$ cat src/tmrtab_pkg.sv
// shared types and constants for the timer table
// no dependencies; used by every module of the block
package tmrtab_pkg;

  localparam int TABLE_DEPTH = 16;
  localparam int IDX_W       = (TABLE_DEPTH > 1) ? $clog2(TABLE_DEPTH) : 1;
  localparam int CNT_W       = $clog2(TABLE_DEPTH + 1);
  localparam int ID_W        = 32;
  localparam int TICKS_W     = 32;
  localparam int IN_DATA_W   = 96;
  localparam int OUT_DATA_W  = 32;

  // input command codes
  typedef enum logic [1:0] {
    CMD_TICK     = 2'd0,
    CMD_ONCE     = 2'd1,
    CMD_PERIODIC = 2'd2,
    CMD_STOP     = 2'd3
  } cmd_t;

  // result word kinds
  typedef enum logic {
    EV_FIRED  = 1'b0,
    EV_REJECT = 1'b1
  } event_t;

  // one table entry
  typedef struct packed {
    logic [ID_W-1:0]    id;
    logic [TICKS_W-1:0] remaining;
    logic [TICKS_W-1:0] reload;
    logic               periodic;
    logic               stopped;
  } entry_t;

  // verdict of the tick unit for one entry
  typedef struct packed {
    logic               fire;
    logic               keep;
    logic [TICKS_W-1:0] next_rem;
  } tick_res_t;

endpackage

$ cat src/tmrtab_store.sv
// entry storage of the timer table: one write port, one registered read port
// depends on tmrtab_pkg
module tmrtab_store (
  input  logic                    clk,
  input  logic                    wr_en,
  input  logic [tmrtab_pkg::IDX_W-1:0] wr_addr,
  input  tmrtab_pkg::entry_t      wr_entry,
  input  logic [tmrtab_pkg::IDX_W-1:0] rd_addr,
  output tmrtab_pkg::entry_t      rd_entry
);
  import tmrtab_pkg::*;

  entry_t slots [TABLE_DEPTH];

  // write port
  always_ff @(posedge clk) begin
    if (wr_en) begin
      slots[wr_addr] <= wr_entry;
    end
  end

  // read port, registered: data in the cycle after the address
  always_ff @(posedge clk) begin
    rd_entry <= slots[rd_addr];
  end

endmodule

$ cat src/tmrtab_unit.sv
// shared tick unit: expiry compare, decrement and reload select for one entry
// depends on tmrtab_pkg
module tmrtab_unit (
  input  tmrtab_pkg::entry_t    entry,
  output tmrtab_pkg::tick_res_t res
);
  import tmrtab_pkg::*;

  logic expired;

  // count of 0 or 1 expires on this tick
  assign expired = (entry.remaining[TICKS_W-1:1] == '0);

  assign res.fire     = !entry.stopped && expired;
  assign res.keep     = !entry.stopped && (!expired || entry.periodic);
  assign res.next_rem = expired ? entry.reload : (entry.remaining - TICKS_W'(1));

endmodule

$ cat src/one_shot_and_periodic_timer_table_top.sv
// top level of the timer table: command sequencer and result register
// depends on tmrtab_pkg, tmrtab_store, tmrtab_unit
//
// usage:
// - in channel: in_tuser carries the command (tick, schedule once, schedule
//   periodic, stop by id); in_tdata carries task id, delay and interval
// - out channel: one word per fired task, or one reject word when an add
//   finds the table full; out_tlast marks the last word of a command
// - a schedule command is written straight from idle (a rejected one goes
//   through the flush state); a stop scans the table one entry a cycle
// - a tick walks the table one entry a cycle through the shared tick unit,
//   compacting removed entries in place, unless the walk pauses on a full
//   output, and ends by flushing the held word
// - in_tready is high only between commands; one command is worked at a time
// - a fired word is held one entry behind so that the last one can carry
//   tlast; when out_tready stays low the walk pauses at the next firing entry
// - reset empties the table (entry_count to zero) and drops pending words;
//   the entry storage itself is not cleared
module one_shot_and_periodic_timer_table_top (
  input  logic                              clk,
  input  logic                              rst_n,
  input  logic                              in_tvalid,
  output logic                              in_tready,
  input  logic [tmrtab_pkg::IN_DATA_W-1:0]  in_tdata,   // task_id, delay_ticks, interval_ticks
  input  logic [1:0]                        in_tuser,   // command
  output logic                              out_tvalid,
  input  logic                              out_tready,
  output logic [tmrtab_pkg::OUT_DATA_W-1:0] out_tdata,  // fired_id
  output logic                              out_tuser,  // event_kind
  output logic                              out_tlast   // last_event
);
  import tmrtab_pkg::*;

  typedef enum logic [3:0] {
    ST_IDLE  = 4'b0001,
    ST_STOP  = 4'b0010,
    ST_TICK  = 4'b0100,
    ST_FLUSH = 4'b1000
  } state_t;

  state_t             state_r, state_nxt;
  logic [CNT_W-1:0]   count_r, count_nxt;
  logic [CNT_W-1:0]   rd_r, rd_nxt;
  logic [CNT_W-1:0]   wr_r, wr_nxt;
  logic [ID_W-1:0]    stop_id_r, stop_id_nxt;
  logic               pend_valid_r, pend_valid_nxt;
  logic [ID_W-1:0]    pend_id_r, pend_id_nxt;
  event_t             pend_kind_r, pend_kind_nxt;
  logic               out_valid_r, out_valid_nxt;
  logic [ID_W-1:0]    out_id_r, out_id_nxt;
  event_t             out_kind_r, out_kind_nxt;
  logic               out_last_r, out_last_nxt;

  logic               st_wr_en;
  logic [IDX_W-1:0]   st_wr_addr;
  entry_t             st_wr_entry;
  entry_t             rd_entry;
  tick_res_t          tick_res;

  cmd_t               cmd;
  logic [ID_W-1:0]    in_id;
  logic [TICKS_W-1:0] in_delay;
  logic [TICKS_W-1:0] in_interval;
  logic               out_free;

  assign cmd         = cmd_t'(in_tuser);
  assign in_id       = in_tdata[ID_W-1:0];
  assign in_delay    = in_tdata[ID_W +: TICKS_W];
  assign in_interval = in_tdata[ID_W+TICKS_W +: TICKS_W];
  assign out_free    = !out_valid_r || out_tready;

  // entry storage, addressed with the next read index so data lines up with rd_r
  tmrtab_store u_store (
    .clk      (clk),
    .wr_en    (st_wr_en),
    .wr_addr  (st_wr_addr),
    .wr_entry (st_wr_entry),
    .rd_addr  (rd_nxt[IDX_W-1:0]),
    .rd_entry (rd_entry)
  );

  // shared tick unit
  tmrtab_unit u_unit (
    .entry (rd_entry),
    .res   (tick_res)
  );

  // sequencer
  always_comb begin
    state_nxt      = state_r;
    count_nxt      = count_r;
    rd_nxt         = rd_r;
    wr_nxt         = wr_r;
    stop_id_nxt    = stop_id_r;
    pend_valid_nxt = pend_valid_r;
    pend_id_nxt    = pend_id_r;
    pend_kind_nxt  = pend_kind_r;
    out_valid_nxt  = out_valid_r && !out_tready;
    out_id_nxt     = out_id_r;
    out_kind_nxt   = out_kind_r;
    out_last_nxt   = out_last_r;
    st_wr_en       = 1'b0;
    st_wr_addr     = wr_r[IDX_W-1:0];
    st_wr_entry    = rd_entry;

    unique case (state_r)
      ST_IDLE: begin
        if (in_tvalid) begin
          unique case (cmd)
            CMD_TICK: begin
              rd_nxt    = '0;
              wr_nxt    = '0;
              state_nxt = ST_TICK;
            end
            CMD_ONCE, CMD_PERIODIC: begin
              if (count_r == CNT_W'(TABLE_DEPTH)) begin
                pend_valid_nxt = 1'b1;
                pend_id_nxt    = in_id;
                pend_kind_nxt  = EV_REJECT;
                state_nxt      = ST_FLUSH;
              end else begin
                st_wr_en              = 1'b1;
                st_wr_addr            = count_r[IDX_W-1:0];
                st_wr_entry.id        = in_id;
                st_wr_entry.remaining = in_delay;
                st_wr_entry.reload    = (cmd == CMD_PERIODIC) ? in_interval : '0;
                st_wr_entry.periodic  = (cmd == CMD_PERIODIC);
                st_wr_entry.stopped   = 1'b0;
                count_nxt             = count_r + CNT_W'(1);
              end
            end
            CMD_STOP: begin
              stop_id_nxt = in_id;
              rd_nxt      = '0;
              state_nxt   = ST_STOP;
            end
            default: state_nxt = ST_IDLE;
          endcase
        end
      end

      // linear search for the first matching id
      ST_STOP: begin
        if (rd_r == count_r) begin
          state_nxt = ST_IDLE;
        end else if (rd_entry.id == stop_id_r) begin
          st_wr_en            = 1'b1;
          st_wr_addr          = rd_r[IDX_W-1:0];
          st_wr_entry.stopped = 1'b1;
          state_nxt           = ST_IDLE;
        end else begin
          rd_nxt = rd_r + CNT_W'(1);
        end
      end

      // walk entries, compacting survivors toward the front
      ST_TICK: begin
        if (rd_r == count_r) begin
          count_nxt = wr_r;
          state_nxt = ST_FLUSH;
        end else if (!(tick_res.fire && pend_valid_r && !out_free)) begin
          if (tick_res.keep) begin
            st_wr_en              = 1'b1;
            st_wr_addr            = wr_r[IDX_W-1:0];
            st_wr_entry.remaining = tick_res.next_rem;
            wr_nxt                = wr_r + CNT_W'(1);
          end
          rd_nxt = rd_r + CNT_W'(1);
          if (tick_res.fire) begin
            if (pend_valid_r) begin
              out_valid_nxt = 1'b1;
              out_id_nxt    = pend_id_r;
              out_kind_nxt  = pend_kind_r;
              out_last_nxt  = 1'b0;
            end
            pend_valid_nxt = 1'b1;
            pend_id_nxt    = rd_entry.id;
            pend_kind_nxt  = EV_FIRED;
          end
        end
      end

      // send the held word with tlast
      ST_FLUSH: begin
        if (!pend_valid_r) begin
          state_nxt = ST_IDLE;
        end else if (out_free) begin
          out_valid_nxt  = 1'b1;
          out_id_nxt     = pend_id_r;
          out_kind_nxt   = pend_kind_r;
          out_last_nxt   = 1'b1;
          pend_valid_nxt = 1'b0;
          state_nxt      = ST_IDLE;
        end
      end

      default: state_nxt = ST_IDLE;
    endcase
  end

  // control registers
  always_ff @(posedge clk) begin
    if (!rst_n) begin
      state_r      <= ST_IDLE;
      count_r      <= '0;
      pend_valid_r <= 1'b0;
      out_valid_r  <= 1'b0;
    end else begin
      state_r      <= state_nxt;
      count_r      <= count_nxt;
      pend_valid_r <= pend_valid_nxt;
      out_valid_r  <= out_valid_nxt;
    end
  end

  // payload registers
  always_ff @(posedge clk) begin
    rd_r        <= rd_nxt;
    wr_r        <= wr_nxt;
    stop_id_r   <= stop_id_nxt;
    pend_id_r   <= pend_id_nxt;
    pend_kind_r <= pend_kind_nxt;
    out_id_r    <= out_id_nxt;
    out_kind_r  <= out_kind_nxt;
    out_last_r  <= out_last_nxt;
  end

  assign in_tready  = (state_r == ST_IDLE);
  assign out_tvalid = out_valid_r;
  assign out_tdata  = out_id_r;
  assign out_tuser  = out_kind_r;
  assign out_tlast  = out_last_r;

endmodule
$ cat config.mk
export PLATFORM = sky130hd
export DESIGN_NAME = one_shot_and_periodic_timer_table_top
export DESIGN_NICKNAME = d
export VERILOG_FILES = /design/src/tmrtab_pkg.sv /design/src/tmrtab_store.sv /design/src/tmrtab_unit.sv /design/src/one_shot_and_periodic_timer_table_top.sv
export SDC_FILE = /design/constraint.sdc
export NUM_CORES = 2
export LEC_CHECK = 0
export BUFFER_PORTS_ARGS = -buffer_cell sky130_fd_sc_hd__buf_2
export CAP_MARGIN = 20
export CORE_MARGIN = 1
export CORE_UTILIZATION = 31
export CTS_BUF_LIST = sky130_fd_sc_hd__clkbuf_2
export DETAILED_ROUTE_END_ITERATION = 7
export SLEW_MARGIN = 40
export SYNTH_ARGS = -nofsm -noshare
export SYNTH_HDL_FRONTEND = slang
export SYNTH_SLANG_ARGS = --single-unit
export TNS_END_PERCENT = 5
$ cat constraint.sdc
create_clock -name clk -period 11.2 [get_ports clk]
set_clock_uncertainty 0.1 [all_clocks]
set_input_delay 1.12 -clock clk [delete_from_list [all_inputs] [get_ports clk]]
set_output_delay 1.12 -clock clk [all_outputs]
set_load 0.05 [all_outputs]
==> out/metrics.yaml <==
status: "complete, no violations"
setup_viol_count_final: 0
leakage_nw: 25.8
cp_slowest_cell: "clkinv_1"
area_growth_syn_to_layout_pct: 14.0
crit_path_end_kind: "register"
crit_path_start_kind: "register"
routedWlPerCell_um: 25.1
max_freq_ghz: 0.160
place_inst: 7691
dp_hpwl_um: 108000
io_buffers: 137
clk_latency_ns: 1.78
die_x_um: 476
cellInternalPower_mw: 10.8
wirelength_um: 216000
drtPass1Iterations: 6
required_ns: 12.64
ant_nets: 0
period_share: 0.559
cts_buffer_depth: 4
seq_area_frac_synth: 0.753
p_switching_mw: 5.22
most-common-layout-cells: "edfxtp_1, clkbuf_2, o21ai_0, nand3_1, a21oi_1"
fin_ws_ns: 4.94
ctsHoldBuffers: 133
pwr_density_cell_mw_per_mm2: 202
cts_resized: 0
final_max_slew_viol_count: 0
relSlewSlack: 0.260
synth_cells: 4867
cts_tree: "built"
setup_tns_ns: 0
stdcell_area_mm2: 0.0795
syn-cell-area_mm2: 0.0697
place_ws_ns: 4.80
crit_buf_inv: 6
clock-root-buffer: "clkbuf_2"
vias_per_cell: 5.47
drt_iter0_markers: 5579
io-pin-count: 138
timing.hold.ws_ns: 0.258
finalNonFillerCells: 8602
final_common_cell: "edfxtp_1"
drc: 0
critPathArrivalTime_ns: 7.70
total_power_mw: 16.0
synth_ff_type: "edfxtp_1"
netSwitchingFraction: 0.325
grt_overflow_total: 0
core_mm2: 0.223
path_delay_family: "buffers and inverters"
min_path_type: "reg -> reg"
critPathMaxStageDelay_ns: 0.69
ir_worst_vdd_mv: 0.179
cts_num_sinks: 1786
gp_congestion: 0.794
place_area_mm2: 0.0741
rsz0062_at_grt: "false"
final_layout_size_suffix_gt1_frac: 0.178
ys_warn_count: 0
combPwrFrac: 0.198
rows: 173
grt_pass1_wl_um: 312000
fin_util: 0.357
grt_max_degree: 157
start_util: 0.313
p_seq_frac: 0.540
layout_min_cycle_time_ns: 6.26
worstMarginPinSlew_ns: 1.11
synth-edff-count: 1673
async_flop_share: 0
clk_pin_slew_ns: 0.11
maxCapViolations: 0
cts.htree.levels: 5
grt_usage: 0.183
synth_seq_cells: 1786
numCtsBuffers: 428
grt_pass1_vias: 46098
synthDistinctLibCells: 64
syn_area_per_cell_um2: 14.3
hold_viol_final: 0
crit_chain: "nor4b_4, buf_4, clkinv_1, nor3_1, nand3_1, o2111ai_1, nand3_1, nand2_4, buf_12, buf_16, buf_16, buf_6, a21oi_1, a221oi_1, o2111ai_1"
crit_fanout: 77
fin_nets: 5398
postCtsSetupBuffers: 0
vias: 47048
p_clk_frac: 0.262
setup.worst_path.class: "reg -> reg"
antenna_found_initial: 7
die_area_mm2: 0.227
die_h_um: 476
syn_nets: 4977
-- final timing paths --
check	start	to	slack (ns)	cells after the start
worst max-delay path	state_r[2]$_SDFFE_PN0P_	u_store.rd_entry[20]$_DFF_P_	4.94	15
worst min-delay path	pend_id_r[30]$_DFFE_PP_	out_tdata[30]$_DFFE_PP_	0.26	0
worst max register to register	state_r[2]$_SDFFE_PN0P_	u_store.rd_entry[20]$_DFF_P_	4.94	15
worst min register to register	pend_id_r[30]$_DFFE_PP_	out_tdata[30]$_DFFE_PP_	0.26	0
-- area by class of cell --
class / instances / area [µm²]
Fill cell: 21605 / 143000
Sequential cell: 1786 / 52500
Multi-Input combinational cell: 2672 / 15900
Tap cell: 2975 / 3720
Timing Repair Buffer: 388 / 3520
Clock buffer: 672 / 3360
Clock inverter: 90 / 445
Inverter: 12 / 45.0
Antenna cell: 7 / 17.5
-- state kept, by name, indices dropped and copies added (netlist names) --
register          flops
u_store.slots      1568
u_store.rd_entry     98
out_tdata            32
pend_id_r            32
stop_id_r            32
count_r               5
rd_r                  5
wr_r                  5
state_r               4
out_tlast             1
out_tuser             1
out_tvalid            1
pend_kind_r           1
pend_valid_r          1
-- power groups by stage --
stage / combinational, mW / sequential [mW] / clock (mW)
2_1_floorplan: 2.00 / 8.61 / 0
3_3_place_gp: 2.99 / 8.80 / 0
3_5_place_dp: 3.08 / 8.80 / 0
4_1_cts: 3.13 / 8.65 / 4.31
5_1_grt: 3.44 / 8.68 / 4.64
6_report: 3.18 / 8.66 / 4.21
-- synthesized netlist by cell type (6+ instances only) --
| cell type | instances | share of area |
|---|---|---|
| a221o_1 | 25 | 0.0036 |
| o21ai_0 | 493 | 0.035 |
| edfxtp_1 | 1673 | 0.72 |
| o21ai_1 | 219 | 0.016 |
| nor3_1 | 15 | 0.0011 |
| clkbuf_1 | 327 | 0.018 |
| buf_2 | 51 | 0.0037 |
| nor4_1 | 19 | 0.0017 |
| nor2_1 | 66 | 0.0036 |
| xor2_1 | 48 | 0.0060 |
| a22o_1 | 294 | 0.037 |
| and2_1 | 6 | 0.00054 |
| nand2_1 | 295 | 0.016 |
| dfxtp_1 | 113 | 0.032 |
| ha_1 | 8 | 0.0014 |
| buf_1 | 17 | 0.00092 |
| a22oi_1 | 9 | 0.00097 |
| a221oi_1 | 101 | 0.013 |
| o2111ai_1 | 99 | 0.012 |
| a211oi_1 | 20 | 0.0022 |
| nand3_1 | 442 | 0.032 |
| xnor2_1 | 19 | 0.0024 |
| inv_1 | 10 | 0.00054 |
| a21oi_1 | 412 | 0.030 |
-- routing by layer --
layer	up-vias	GRT usage	part of all wire
met5	-	0	0.000060
met4	2	0.0661	0.026
met3	372	0.0444	0.10
met2	2682	0.279	0.46
met1	23653	0.253	0.42
li1	20339	-	-
-- kinds of logic (layout without fill, tap and decap cells) --
logic type	count (synthesis)	count (layout)	synth area share
buffers and inverters	409	1162	0.0230
other	0	7	0
flip-flops	1786	1786	0.753
AO/OA/AOI/OAI	1707	1707	0.154
adder cells (fa/ha/maj)	8	8	0.00144
AND/OR/NAND/NOR	890	890	0.0598
XOR/XNOR	67	67	0.00842
(Power assumes the default switching activity.)
